`src/rtl/gnf_pkg.sv`:
```
`timescale 1ns / 1ps

package gnf_pkg;

  // lattice hash multipliers
  localparam logic [31:0] HASH_MUL_X    = 32'd374761393;
  localparam logic [31:0] HASH_MUL_Y    = 32'd668265263;
  localparam logic [31:0] HASH_MUL_SEED = 32'd2246822519;
  localparam logic [31:0] HASH_MUL_MIX  = 32'd1274126177;
  localparam logic [31:0] SEED_STEP     = 32'd1013;

  localparam logic [63:0] HALF_PI_Q30 = 64'd1686629713;
  localparam logic [63:0] TAYLOR_DIV [7] = '{64'd6, 64'd20, 64'd42, 64'd72,
                                              64'd110, 64'd156, 64'd210};

  localparam logic signed [21:0] FADE_C15 = 22'sd983040;
  localparam logic signed [22:0] FADE_C10 = 23'sd655360;
  localparam logic signed [17:0] SQRT2_Q16 = 18'sd92682;

  localparam logic [31:0] FREQ_ONE = 32'd4096;
  localparam int unsigned AMP_ONE  = 32768;
  localparam int unsigned RECIP_SHIFT = 46;
  localparam int unsigned DIV_STEPS   = 47;

  // register stages inside one octave lane
  localparam int unsigned OCT_STAGES = 10;

  // configuration register indexes
  localparam logic [1:0] REG_NOISE_SEED   = 2'd0;
  localparam logic [1:0] REG_OCTAVE_COUNT = 2'd1;
  localparam logic [1:0] REG_LACUNARITY   = 2'd2;
  localparam logic [1:0] REG_OCTAVE_GAIN  = 2'd3;

  localparam logic [31:0] RST_NOISE_SEED   = 32'd0;
  localparam logic [3:0]  RST_OCTAVE_COUNT = 4'd5;
  localparam logic [15:0] RST_LACUNARITY   = 16'd8192;
  localparam logic [15:0] RST_OCTAVE_GAIN  = 16'd16384;

  typedef enum logic [1:0] {
    SETUP_START,
    SETUP_OCT,
    SETUP_DIV,
    SETUP_IDLE
  } setup_state_t;

  typedef struct packed {
    logic       busy;
    logic [4:0] active;
  } setup_status_t;

  // quarter-wave sine entry k of 2^qb, q1.15, integer taylor series
  function automatic logic [16:0] sine_entry(input int unsigned k, input int unsigned qb);
    logic [63:0] t;
    logic [63:0] t2;
    logic [63:0] term;
    logic signed [63:0] acc;
    logic [63:0] val;
    t = (64'(k) * HALF_PI_Q30) >> qb;
    t2 = (t * t) >> 30;
    term = t;
    acc = $signed(t);
    for (int n = 1; n <= 7; n++) begin
      term = ((term * t2) >> 30) / TAYLOR_DIV[n-1];
      if ((n % 2) == 1) acc = acc - $signed(term);
      else acc = acc + $signed(term);
    end
    if (acc < 0) acc = '0;
    val = ($unsigned(acc) + 64'd16384) >> 15;
    if (val > 64'd32768) val = 64'd32768;
    return val[16:0];
  endfunction

endpackage

```
`src/rtl/gnf_combine.sv`:
```
`timescale 1ns / 1ps

module gnf_combine #(
  parameter int MAXO = 8,
  parameter int AW   = 23
) (
  input  logic                  clk,
  input  logic                  en,
  input  logic signed [AW+16:0] weighted [MAXO],
  input  logic [4:0]            active,
  input  logic [31:0]           recip,
  output logic signed [15:0]    noise_value
);
  import gnf_pkg::*;

  localparam int LVL = (MAXO > 1) ? $clog2(MAXO) : 0;
  localparam int LEAVES = 1 << LVL;
  localparam int SW = AW + 17 + LVL;
  localparam int TW = SW + 34;

  logic signed [SW-1:0] tree [LVL+1][LEAVES];

  for (genvar j = 0; j < LEAVES; j++) begin : g_leaf
    if (j < MAXO) begin : g_used
      // octaves past the active count drop out of the sum
      assign tree[0][j] = (5'(j) < active) ? SW'(weighted[j]) : '0;
    end else begin : g_pad
      assign tree[0][j] = '0;
    end
  end

  for (genvar l = 0; l < LVL; l++) begin : g_lvl
    for (genvar j = 0; j < (LEAVES >> (l + 1)); j++) begin : g_node
      always_ff @(posedge clk) begin
        if (en) tree[l+1][j] <= tree[l][2*j] + tree[l][2*j+1];
      end
    end
  end

  // reciprocal multiply split into two 16-bit halves
  logic signed [SW+16:0] p_hi, p_lo;
  always_ff @(posedge clk) begin
    if (en) begin
      p_hi <= tree[LVL][0] * $signed({1'b0, recip[31:16]});
      p_lo <= tree[LVL][0] * $signed({1'b0, recip[15:0]});
    end
  end

  logic signed [TW-1:0] total;
  logic signed [TW-1:0] total_sh;
  assign total = (TW'(p_hi) <<< 16) + TW'(p_lo);
  assign total_sh = total >>> RECIP_SHIFT;

  always_ff @(posedge clk) begin
    if (en) begin
      if (total_sh > 32767) noise_value <= 16'sh7fff;
      else if (total_sh < -32768) noise_value <= 16'sh8000;
      else noise_value <= total_sh[15:0];
    end
  end

endmodule
```
`config.mk`:
```
export PLATFORM = sky130hd
export DESIGN_NAME = gnf_combine
export DESIGN_NICKNAME = d
export VERILOG_FILES = /design/src/rtl/gnf_pkg.sv /design/src/rtl/gnf_combine.sv
export SDC_FILE = /design/constraint.sdc
export NUM_CORES = 2
export LEC_CHECK = 0
export BUFFER_PORTS_ARGS = -buffer_cell sky130_fd_sc_hd__clkbuf_2
export CAP_MARGIN = 30
export CELL_PAD_IN_SITES_DETAIL_PLACEMENT = 1
export CELL_PAD_IN_SITES_GLOBAL_PLACEMENT = 2
export CORE_UTILIZATION = 44
export CTS_CLUSTER_SIZE = 12
export DETAILED_ROUTE_END_ITERATION = 16
export PLACE_DENSITY = 0.91
export SKIP_LAST_GASP = 1
export SLEW_MARGIN = 20
export SYNTH_ARGS = -nofsm -noshare
export SYNTH_HDL_FRONTEND = slang
export SYNTH_SLANG_ARGS = --single-unit
```
`constraint.sdc`:
```
create_clock -name clk -period 18.5 [get_ports clk]
set_clock_uncertainty 0.1 [all_clocks]
set_input_delay 3.7 -clock clk [delete_from_list [all_inputs] [get_ports clk]]
set_output_delay 3.7 -clock clk [all_outputs]
set_load 0.01 [all_outputs]
```
; ---- Word-level counts from Yosys, hierarchy flattened
; Cells that the tools add are included.
[totals]
wordCells = 39
inputBits = 359
output_inout_bits = 16
regBits = 437
[classes]
muxes = 9
magnitude_cmp = 10
addsub = 8
mul = 2
[op_table]
columns = operator, count
row1 = 43-bit 2-to-1 mux, 8
row2 = 43-bit adder, 7
row3 = 43-bit by 17-bit multiplier with 60-bit output, 2
row4 = 76-bit by 60-bit adder with 77-bit output, 1
row5 = 31-bit by 16-bit greater-than comparator with 1-bit output (second input constant), 1
row6 = 31-bit by 16-bit < comparator with 1-bit output (second input constant), 1
row7 = 3-bit by 5-bit < comparator with 1-bit output (first input constant), 4
row8 = 16-bit 2-to-1 mux, 1
row9 = 1-bit by 5-bit < comparator with 1-bit output (first input constant), 2
row10 = 2-bit by 5-bit < comparator with 1-bit output (first input constant), 2

; ---- Logic depth before layout (Yosys ltp)
[logic_depth]
word_depth = 3
depth_mapped = 30
depth_no_buf = 27

; ---- Worst setup path before layout
; OpenSTA, ideal clock, no wires.
[synth_path]
kind = input port to flip-flop
startpoint = input port recip[24]
endpoint = register p_hi[59], data pin
setup_ns = 0.260
setup_slack_ns = 7.768
arrival_ns = 10.372
path_buffers = 2
stages = 28
cell_sequence = clkbuf_1 -> clkbuf_1 -> nand2_1 -> fa_1 -> inv_1 -> fa_1 -> inv_1 -> fa_1 -> inv_1 -> fa_1 -> fa_1 -> inv_1 -> fa_1 -> inv_1 -> ha_1 -> nand3_1 -> or3_1 -> a211o_1 -> o311a_1 -> nor4_2 -> o2111ai_1 -> a21o_1 -> a311oi_1 -> a41o_1 -> nor4_1 -> o41ai_2 -> a21oi_1 -> xnor2_1
[synth_between]
elab_chain_len = 1
[synth_lines]
columns = item, line
row1 = start: declaration, gnf_combine.sv:11  ; input logic [31:0] recip,
row2 = 43-bit by 17-bit multiplier with 60-bit output, gnf_combine.sv:44  ; p_hi <= tree[LVL][0] * $signed({1'b0, recip[31:16]});
row3 = end signal: assignment, gnf_combine.sv:44
row4 = end: declaration, gnf_combine.sv:41  ; logic signed [SW+16:0] p_hi, p_lo;
; No other way between the ends.
; A chain may end at the register's enable or synchronous reset.

; ---- Worst setup path after layout
[layout_path]
startpoint = input port recip[21]
endpoint = register p_hi[59], data pin
; The elaborated chain is that of the path after synthesis.

==> flow_metrics.py <==
metrics = {
    "final_layout": {
        "multiInputGateArea_sq_mm": 0.05783,
        "final_cell_mix": "1612 x inv_1, 1291 x fa_1, 1078 x nand2_1, 709 x and2_1, 621 x ha_1",
        "layout_commonest_cell": "inv_1",
        "seq_area_sq_mm": 0.01264,
        "fillers": 20383,
        "layout-drive-gt1-share": 0.06711,
        "areaGrowthSynthToFinish_pct": 7.612,
        "final_cells": 11043,
        "nets": 10936,
    },
    "grt": {
        "grt_overflow": 0,
        "grt_max_degree": 77,
        "grt_pass1_vias": 66145,
        "grt_pass1_wl_um": 361200,
        "busiest_layer": "met2",
        "antenna_found_initial": 7,
        "grt_util_met2": 0.4539,
        "track_usage": 0.2553,
        "use_met1": 0.3259,
        "use_met3": 0.03085,
    },
    "die": {
        "die_x_um": 422.6,
        "rows": 154,
        "io_pins": 375,
        "start_util": 0.4425,
        "fp.dieH_um": 422.6,
        "core_area_sq_mm": 0.1759,
        "die_area_sq_mm": 0.1786,
    },
    "setup_path": {
        "crit_slowest_cell": "nor4_2",
        "cp.arrival_ns": 11.79,
        "rr_worst_depth": 25,
        "cp-end-kind": "flip-flop",
        "r2r_end": "p_hi[59]",
        "crit_type": "primary input to flip-flop",
        "endpoint": "p_hi[59]",
        "reg2reg_from": "tree[310]",
        "cp.required_ns": 18.85,
        "crit_path_start": "recip[21]",
        "r2r_slack_ns": 9.98,
        "crit_top_cell": "fa_1",
        "max_stage_delay_ns": 0.63,
        "startpoint_type": "primary input",
        "crit_fanout": 43,
    },
    "clock_network": {
        "postCtsResizedCells": 0,
        "htree_levels": 2,
        "cts.sink_count": 421,
        "root_buffer": "clkbuf_16",
        "numCtsBuffers": 52,
        "cts_tree": "done",
        "path_clk_slew_ns": 0.07,
        "hold_buffers": 0,
        "post_cts_buffers": 0,
        "cts_max_path_buffers": 3,
        "clkLatencyLatePin_ns": 0.69,
    },
    "logic_synthesis": {
        "ys_seq_elements": 421,
        "avgSynthCellArea_sq_um": 9.142,
        "syn_inst": 8515,
        "syn_area_sq_mm": 0.07784,
        "ys.flop_type": "edfxtp_1",
        "synthArstFlopShare": 0,
        "yosys.area.top_type_share": 0.3320,
        "synth_edf_count": 421,
        "syn-num-nets": 10786,
        "netlist.top_cell.by_area": "fa_1",
        "synth.distinct_cells": 92,
        "yosys_warnings": 0,
        "synth-seq-area-share": 0.1624,
        "synthTopCellsByArea": "fa_1 33%, edfxtp_1 16%, ha_1 10%, inv_1 7.8%, and2_1 5.7%",
    },
    "sta": {
        "setup_tns_ns": 0,
        "maxSlewHeadroom": 0.3304,
        "post-route-min-period_ns": 11.44,
        "rsz0062_at_grt": "no",
        "final_hold_viol_count": 0,
        "finalCritPeriodShare": 0.6182,
        "tightest_slew_ns": 1.004,
        "finalSetupViolCount": 0,
        "drv_slew": 0,
        "max_freq_ghz": 0.08744,
        "hold_slack_ns": 0.4635,
    },
    "route": {
        "vias": 58603,
        "finalWirelength_um": 226000,
        "drt_iter0_drc": 2728,
        "first_pass_iters": 8,
        "post_drt_wl_per_cell_um": 20.47,
        "ant_nets": 0,
        "avgViaCountPerCell": 5.307,
        "drcViolationCount": 0,
    },
    "placement": {
        "gp_congestion": 0.9272,
        "dpl.cell_count": 10941,
        "numPortBuffers": 374,
        "dpl.hpwl_um": 183600,
    },
    "flow_run": {
        "drv_cap": 0,
    },
    "outcome": {
        "outcome": "complete, no violations",
    },
    "hold_path": {
        "hold_path_class": "flip-flop to flip-flop",
    },
}
## cells in the mapped netlist (20+ instances only)
master    number
inv_1       1612
fa_1        1291
nand2_1     1078
and2_1       709
ha_1         621
edfxtp_1     421
a21oi_1      381
clkbuf_1     336
xnor2_1      270
nor2_1       247
a21o_1       238
nor2b_1      224
o21ai_0      186
xor2_1       104
nand3_1       87
o21bai_1      68
o21a_1        52
nor3_1        51
nand2b_1      47
nand4_1       45
and3_1        44
a211oi_1      39
a31oi_1       37
o21ai_1       23
o31ai_1       22
o211ai_1      20
or3_1         20
## cell type report
cell class,count,share of cell area
clock inverter,34,0.004391
tap,2340,0.03495
antenna,1,0.00002987
clock buffer,57,0.01601
inverter,1612,0.07223
sequential,421,0.1509
multi-input combinational,6125,0.6903
timing repair buffer,453,0.03113
## sequential cells by signal, summed over array words and instances (netlist names)
register	cells
p_hi	60
p_lo	44
tree	301
noise_value	16
## routing by layer
metal / up-vias / share of wire
met3: 283 / 0.050
li1: 26983 / -
met1: 29932 / 0.43
met4: 6 / 0.026
met5: - / 0.00018
met2: 1399 / 0.50
## logic make-up after synthesis
kind of cell               Yosys count  share of synthesized area
DFF                                421                     0.1624
and+or+nand+nor                   2619                     0.1672
xor gates and xnor gates           374                    0.04208
muxes                                5                  0.0006751
buffers and inverters             1969                    0.09512
adders and majority gates         1912                     0.4318
AOI/OAI and AO/OA                 1215                     0.1007
## critical path: cells and delay by family
family	cells	cell delay, ns
buffers and inverters	5	0.69
xor gates and xnor gates	1	0.13
adders and majority gates	7	3.43
and+or+nand+nor	5	1.58
AOI/OAI and AO/OA	8	2.19
## through the flow
stage | area, sq um | setup slack [ns] | utilization
2_1_floorplan | 77840 | 7.768 | -
5_1_grt | 83770 | 6.785 | 0.4762
3_3_place_gp | 81830 | 6.358 | 0.4651
3_5_place_dp | 81850 | 6.259 | 0.4653
4_1_cts | 83560 | 7.015 | 0.4750
6_report | 83770 | 7.064 | 0.4762
## how the worst min path moves through the flow
stage / endpoint / start / depth (start not counted)
floorplan: tree[301] / tree[645] / 1
global placement: tree[301] / tree[602] / 1
detailed placement: tree[301] / tree[602] / 1
CTS: tree[301] / tree[645] / 1
global route: tree[301] / tree[645] / 1
finish: tree[301] / tree[602] / 1
Power is left out: the tool's default activity adds up to more than one toggle a clock period on the data nets, which glitch-free logic cannot reach.
