==> config.mk <==
export PLATFORM = sky130hd
export DESIGN_NAME = gnf_setup
export DESIGN_NICKNAME = d
export VERILOG_FILES = /design/src/rtl/gnf_pkg.sv /design/src/rtl/gnf_setup.sv
export SDC_FILE = /design/constraint.sdc
export NUM_CORES = 2
export LEC_CHECK = 0
export BUFFER_PORTS_ARGS = -buffer_cell sky130_fd_sc_hd__buf_2
export CORE_MARGIN = 5
export CORE_UTILIZATION = 40
export CTS_CLUSTER_SIZE = 14
export DETAILED_ROUTE_END_ITERATION = 6
export PLACE_DENSITY_LB_ADDON = 0.2
export SETUP_SLACK_MARGIN = 0.5
export SKIP_LAST_GASP = 1
export SLEW_MARGIN = 30
export SYNTH_ARGS = -nofsm -noshare
export SYNTH_HDL_FRONTEND = slang
export SYNTH_SLANG_ARGS = --single-unit
==> constraint.sdc <==
create_clock -name clk -period 10.88 [get_ports clk]
set_input_delay 1.088 -clock clk [delete_from_list [all_inputs] [get_ports clk]]
set_output_delay 1.088 -clock clk [all_outputs]
set_load 0.01 [all_outputs]
==> src/rtl/gnf_pkg.sv <==
`timescale 1ns / 1ps

package gnf_pkg;

  // lattice hash multipliers
  localparam logic [31:0] HASH_MUL_X    = 32'd374761393;
  localparam logic [31:0] HASH_MUL_Y    = 32'd668265263;
  localparam logic [31:0] HASH_MUL_SEED = 32'd2246822519;
  localparam logic [31:0] HASH_MUL_MIX  = 32'd1274126177;
  localparam logic [31:0] SEED_STEP     = 32'd1013;

  localparam logic [63:0] HALF_PI_Q30 = 64'd1686629713;
  localparam logic [63:0] TAYLOR_DIV [7] = '{64'd6, 64'd20, 64'd42, 64'd72,
                                              64'd110, 64'd156, 64'd210};

  localparam logic signed [21:0] FADE_C15 = 22'sd983040;
  localparam logic signed [22:0] FADE_C10 = 23'sd655360;
  localparam logic signed [17:0] SQRT2_Q16 = 18'sd92682;

  localparam logic [31:0] FREQ_ONE = 32'd4096;
  localparam int unsigned AMP_ONE  = 32768;
  localparam int unsigned RECIP_SHIFT = 46;
  localparam int unsigned DIV_STEPS   = 47;

  // register stages inside one octave lane
  localparam int unsigned OCT_STAGES = 10;

  // configuration register indexes
  localparam logic [1:0] REG_NOISE_SEED   = 2'd0;
  localparam logic [1:0] REG_OCTAVE_COUNT = 2'd1;
  localparam logic [1:0] REG_LACUNARITY   = 2'd2;
  localparam logic [1:0] REG_OCTAVE_GAIN  = 2'd3;

  localparam logic [31:0] RST_NOISE_SEED   = 32'd0;
  localparam logic [3:0]  RST_OCTAVE_COUNT = 4'd5;
  localparam logic [15:0] RST_LACUNARITY   = 16'd8192;
  localparam logic [15:0] RST_OCTAVE_GAIN  = 16'd16384;

  typedef enum logic [1:0] {
    SETUP_START,
    SETUP_OCT,
    SETUP_DIV,
    SETUP_IDLE
  } setup_state_t;

  typedef struct packed {
    logic       busy;
    logic [4:0] active;
  } setup_status_t;

  // quarter-wave sine entry k of 2^qb, q1.15, integer taylor series
  function automatic logic [16:0] sine_entry(input int unsigned k, input int unsigned qb);
    logic [63:0] t;
    logic [63:0] t2;
    logic [63:0] term;
    logic signed [63:0] acc;
    logic [63:0] val;
    t = (64'(k) * HALF_PI_Q30) >> qb;
    t2 = (t * t) >> 30;
    term = t;
    acc = $signed(t);
    for (int n = 1; n <= 7; n++) begin
      term = ((term * t2) >> 30) / TAYLOR_DIV[n-1];
      if ((n % 2) == 1) acc = acc - $signed(term);
      else acc = acc + $signed(term);
    end
    if (acc < 0) acc = '0;
    val = ($unsigned(acc) + 64'd16384) >> 15;
    if (val > 64'd32768) val = 64'd32768;
    return val[16:0];
  endfunction

endpackage

==> src/rtl/gnf_setup.sv <==
`timescale 1ns / 1ps

module gnf_setup #(
  parameter int MAXO = 8,
  parameter int AW   = 23
) (
  input  logic                  clk,
  input  logic                  rst,
  input  logic                  cfg_wr_en,
  input  logic [1:0]            cfg_index,
  input  logic [31:0]           cfg_wr_data,
  output logic [31:0]           freq      [MAXO],
  output logic [31:0]           seed_term [MAXO],
  output logic [AW-1:0]         amp       [MAXO],
  output logic [31:0]           recip,
  output gnf_pkg::setup_status_t status
);
  import gnf_pkg::*;

  localparam int IW = (MAXO > 1) ? $clog2(MAXO) : 1;
  localparam int NW = AW + $clog2(MAXO) + 1;

  setup_state_t state, state_next;
  logic [31:0] noise_seed;
  logic [3:0]  octave_count;
  logic [15:0] lacunarity;
  logic [15:0] octave_gain;

  logic [5:0]    step;
  logic [31:0]   f_acc;
  logic [AW-1:0] a_acc;
  logic [31:0]   seed_acc;
  logic [NW-1:0] norm;
  logic [NW-1:0] rem;
  logic [31:0]   quot;

  logic [4:0]     active;
  logic [47:0]    f_prod;
  logic [31:0]    f_next;
  logic [AW+15:0] a_prod;
  logic [NW:0]    r2;
  logic           ge;
  logic           oct_last, div_last;

  assign active = ({1'b0, octave_count} > 5'(MAXO)) ? 5'(MAXO) : {1'b0, octave_count};
  assign f_prod = f_acc * lacunarity;
  // frequency saturates at all ones
  assign f_next = (|f_prod[47:44]) ? '1 : f_prod[43:12];
  assign a_prod = a_acc * octave_gain;
  assign r2 = {rem, (step == 6'd0)};
  assign ge = (r2 >= {1'b0, norm});
  assign oct_last = (step == 6'(MAXO - 1));
  assign div_last = (step == 6'(DIV_STEPS - 1));

  always_comb begin
    state_next = state;
    unique case (state)
      SETUP_START: state_next = SETUP_OCT;
      SETUP_OCT:   state_next = oct_last ? SETUP_DIV : SETUP_OCT;
      SETUP_DIV:   state_next = div_last ? SETUP_IDLE : SETUP_DIV;
      SETUP_IDLE:  state_next = SETUP_IDLE;
      default:     state_next = SETUP_START;
    endcase
    if (cfg_wr_en) state_next = SETUP_START;
  end

  always_comb begin
    status.busy = (state != SETUP_IDLE);
    status.active = active;
  end

  always_ff @(posedge clk) begin
    if (rst) begin
      state        <= SETUP_START;
      noise_seed   <= RST_NOISE_SEED;
      octave_count <= RST_OCTAVE_COUNT;
      lacunarity   <= RST_LACUNARITY;
      octave_gain  <= RST_OCTAVE_GAIN;
    end else begin
      state <= state_next;
      if (cfg_wr_en) begin
        unique case (cfg_index)
          REG_NOISE_SEED:   noise_seed   <= cfg_wr_data;
          REG_OCTAVE_COUNT: octave_count <= cfg_wr_data[3:0];
          REG_LACUNARITY:   lacunarity   <= cfg_wr_data[15:0];
          REG_OCTAVE_GAIN:  octave_gain  <= cfg_wr_data[15:0];
          default: ;
        endcase
      end
    end
  end

  always_ff @(posedge clk) begin
    unique case (state)
      SETUP_START: begin
        step     <= '0;
        f_acc    <= FREQ_ONE;
        a_acc    <= AW'(AMP_ONE);
        seed_acc <= noise_seed;
        norm     <= '0;
      end
      SETUP_OCT: begin
        freq[step[IW-1:0]]      <= f_acc;
        amp[step[IW-1:0]]       <= a_acc;
        seed_term[step[IW-1:0]] <= seed_acc * HASH_MUL_SEED;
        if (5'(step) < active) norm <= norm + NW'(a_acc);
        f_acc    <= f_next;
        a_acc    <= a_prod[AW+14:15];
        seed_acc <= seed_acc + SEED_STEP;
        step     <= oct_last ? '0 : step + 6'd1;
        rem      <= '0;
        quot     <= '0;
      end
      SETUP_DIV: begin
        // restoring division of 2^46 by the weight total, one bit a cycle
        rem  <= ge ? NW'(r2 - {1'b0, norm}) : r2[NW-1:0];
        quot <= {quot[30:0], ge};
        step <= step + 6'd1;
        if (div_last) recip <= (norm == '0) ? '0 : {quot[30:0], ge};
      end
      SETUP_IDLE: ;
      default: ;
    endcase
  end

endmodule

After elaboration in Yosys (flattened, before gate mapping) --
Index checks and enable logic that the tools add are counted.
Cells by class: bitwise logic cells 1, $lt $le $gt $ge 5, mux-type cells 22, equal/unequal tests 10, multipliers 3, reductions and logical operators 16, add/subtract/negate cells 4
Operators with widths (number):
- $bwmux 256 | 2
- $bwmux 184 | 1
- $pmux 32 s2 | 2
- $pmux 27 s2 | 2
- $demux 32 s3 | 1
- $demux 23 s3 | 1
- $mux 32 | 2
- $pmux 31 s2 | 1
- $mux 27 | 2
- $mul 32x16->48 | 1
- $pmux 23 s2 | 1
- $mul 23x16->38 | 1
- $add 32x10->32 const B | 1
- $mul 32x32->32 const B | 1
- $ge 28x27->1 | 1
- $add 27x23->27 | 1
- $logic_not 27->1 | 1
- $sub 27x27->27 | 1
- $mux 23 | 1
- $pmux 6 s3 | 1
- $reduce_and 2->1 | 6
- $eq 2x2->1 const B | 4
- $pmux 2 s4 | 1
- $add 6x1->6 const B | 1
- 20 further kinds | 24
Word-level totals: register bits after elaboration 976, input port bits 37, word-level logic and storage cells 98, output and inout port bits 734

Depth between registers and ports, before layout --
depth after elaboration 6, depth in mapped cells 28, mapped depth without buffers 26

Worst setup path before layout --
Ideal clock, no wire load.
path kind flip-flop to flip-flop, start point reg step[2] (netlist name), end point reg amp[161] in the netlist's numbering (enable), library setup time 0.639 ns, buffers on the path 1, clock period less this slack 7.298 ns, stages on the path, launching flop included 4, required time 10.241 ns, arrival 6.659 ns, setup slack 3.582 ns, path through edfxtp_1 clkbuf_1 nand2b_1 nor3_1
RTL lines:
- end signal, assigned by index | line gnf_setup.sv:104 | amp[step[IW-1:0]] <= a_acc;
- end, declared | line gnf_setup.sv:14 | output logic [AW-1:0] amp [MAXO],

Worst setup path after layout --
start point reg lacunarity[2], end point reg f_acc[12], data pin
On the way: cells in the longest elaborated chain, start to end 4
RTL lines:
- start, declared | line gnf_setup.sv:26 | logic [15:0] lacunarity;
- start signal, assigned | line gnf_setup.sv:85 | REG_LACUNARITY: lacunarity <= cfg_wr_data[15:0];
- $mul 32x16->48 (*) | line gnf_setup.sv:46 | assign f_prod = f_acc * lacunarity;
- $reduce_or 4->1 | line gnf_setup.sv:48 | assign f_next = (|f_prod[47:44]) ? '1 : f_prod[43:12];
- $mux 32 (*) | line gnf_setup.sv:48
- $pmux 32 s2 (*) | line gnf_setup.sv:94 | unique case (state)
- end signal, assigned | line gnf_setup.sv:107 | f_acc <= f_next;
- end, declared | line gnf_setup.sv:30 | logic [31:0] f_acc;
Mark *: on every way between the ends. The rest lies on a longest branch, timed or not. A chain may end at the register's enable or synchronous reset.

==> metrics <==
Fmax 121 MHz; cell at the slowest stage of the critical path dfxtp_1; Main synth FF type edfxtp_1; routability cong. 0.883; largest family of logic cells by synthesized area adder cells; asr flop ratio synth 0; hold path cells 2; Synth warnings 0; CTS max path bufs 3; minimum clock period slightly above 8 ns; RSZ-0062 raised after global routing false; commonest non-fill, non-tap cells in the layout 1267 x inv_1, 949 x fa_1, 906 x edfxtp_1; Avg Inst Size Synth around 12 um^2; syn nets 7584; hold endpoint lacunarity[7]; R2R setup slack 2.64 ns; GRT Total Usage 0.217; largest net degree at the start of global routing 71; fin crit share 0.757; xor/xnor cell area share of the yosys netlist 0.0233; initial antenna violation count 14; max incr delay on CP 0.88 ns; Final Max Tran Viols 0; Clk pin slew, worst setup/hold paths 0.06 ns; max_cap viols 0; Layout area overhead 15.1%; drt wl/cell ~22 um; Core Rows between 150 and 200; total core area 0.178 mm^2; Synth Area in Compound Gates 0.0427; GR peak layer met2; placed cell area 0.0783 mm^2; setup TNS 0 ns; post-DR vias/cell 4.95; status finished clean; IO Pins 771; nets@finish between 8000 and 9000; mux cell area share after synthesis 0.00263; endpoints failing setup 0; Synth area leaders edfxtp_1 38%, fa_1 27%, ha_1 8.3%, inv_1 6.7%, nand2_1 4.0%; post-DP HPWL roughly 150000 um; Die Y 432 um; headroom to the max-slew limit 0.345; Hold Fails Final Rpt 0; Hold Startpoint lacunarity[7]; clk root buf clkbuf_16; initial detailed-routing violation count 2751; Fin Clk Skew a little under 0.04 ns; area of the multi-input gates about 0.037 mm^2; drt first pass iters 6; worst endpoint data arrival time approximately 8.7 ns; Reg2Reg Depth 25; Worst Tran Pin Value 0.982 ns; via count 46400; Post-Synth Adder-Cell Area 0.349; Seq/Total Area, Yosys 0.401; TritonCTS clock tree yes; synthesized area 0.0713 mm^2; Initial Utilization 0.401; cts hold-fix bufs 0; endpoint class of the critical path flip-flop; final WL between 200000 and 250000 um; clock latency on the worst-skew pair 0.76 ns; Post-Syn Instances 6126; grt ovf 0; sequential cell area 0.0286 mm^2; die area ~0.19 mm^2; Synth top area share 0.382; met1 Use GR 0.278; Buffers on Ports between 700 and 800; Top cell by count, worst path fa_1; Synth Area in Simple Gates 0.103; startpoint types flip-flop; Yosys reg bits 976; # clock sinks approximately 1000; vias in the first global route about 49000; TritonCTS buffer count 105; crit-path max FO 32; Final Instance Area 0.0821 mm^2; htree depth 3; WP data required about 11 ns; crit path kind flip-flop to flip-flop; post-CTS setup buffer count 0; Post-CTS Resized 0; worst r2r src lacunarity[2]; # fillers 16400; Yosys cell types 78; drt drc 0; layout cell share with drive strength beyond 1 0.157; most area-hungry cell type in the Yosys netlist edfxtp_1; chip width 432 um; reg2reg end f_acc[12]; global-route wire length before repair around 310000 um; crit path from lacunarity[2]; hold crit path type flip-flop to flip-flop; met2 usage 0.377; Post-synth EDFFs 906; commonest non-fill, non-tap cell in the layout inv_1; Final ANT Viol Nets 0; met3 Resource Use GR 0.0344
## cells in the mapped netlist, drive strengths merged, types with 35 or more instances
cell	n
nor2b	48
a21o	50
dfxtp	70
o21ai	69
nor2	184
clkbuf	194
nor3	40
inv	1270
nand3	35
xor2	49
fa	949
a21oi	217
ha	472
and2	369
nand2	766
xnor2	141
edfxtp	906
o21a	44
## worst max-delay path by stage
stage	cells after the start	endpoint
floorplan	3	amp[161]
global placement	25	f_acc[12]
detailed placement	25	f_acc[12]
CTS	25	f_acc[12]
global route	25	f_acc[12]
finish	25	f_acc[12]
## registers in the layout, summed over array words and instances, names as in the netlist, 23 cells and up
signal and count:
quot 31, seed_term 256, norm 27, a_acc 23, amp 184, freq 256
seed_acc 32, noise_seed 32, rem 27, f_acc 32, recip 32
## layout make-up
| class | instances | share of cell area |
|---|---|---|
| diodes | 5 | 0.000152 |
| clock buffers | 129 | 0.0340 |
| clock inverters | 64 | 0.0104 |
| inverters | 1270 | 0.0581 |
| multi-input cells | 3678 | 0.454 |
| flip-flops and latches | 976 | 0.349 |
| well taps | 2355 | 0.0359 |
| repair buffers | 890 | 0.0586 |
## through the flow
stage	setup slack [ns]	hold slack [ns]	util	instances
after global routing	2.40	0.475	0.462	9366
after global placement	2.78	0.443	0.440	9161
after floorplan	3.58	0.427	-	6126
after CTS	2.68	0.457	0.461	9357
final	2.64	0.455	0.462	9367
after detailed placement	2.71	0.448	0.441	9164
## worst max-delay path, delay by kind of cell (launching register included)
kind	cells	cell delay (ns)
flops	1	0.88
mux	1	0.10
buf+inv	7	0.94
compound gates	5	1.01
fa+ha+maj	7	3.25
simple gates	5	1.79
## metal layers
metal / wire length [um] / vias to the layer above
met4: 6770 / 2
met2: 101000 / 1512
met5: 14 / -
met1: 83100 / 23600
met3: 12100 / 342
li1: - / 20900
## cell families after synthesis
family | after synthesis
and+or+nand+nor | 1556
buffers and inverters | 1472
adders and majority gates | 1421
DFF | 976
AOI/OAI and AO/OA | 492
xor gates and xnor gates | 190
muxes | 18
other | 1
Power is left out: the tool's default activity adds up to more than one toggle a clock period on the data nets, which glitch-free logic cannot reach.
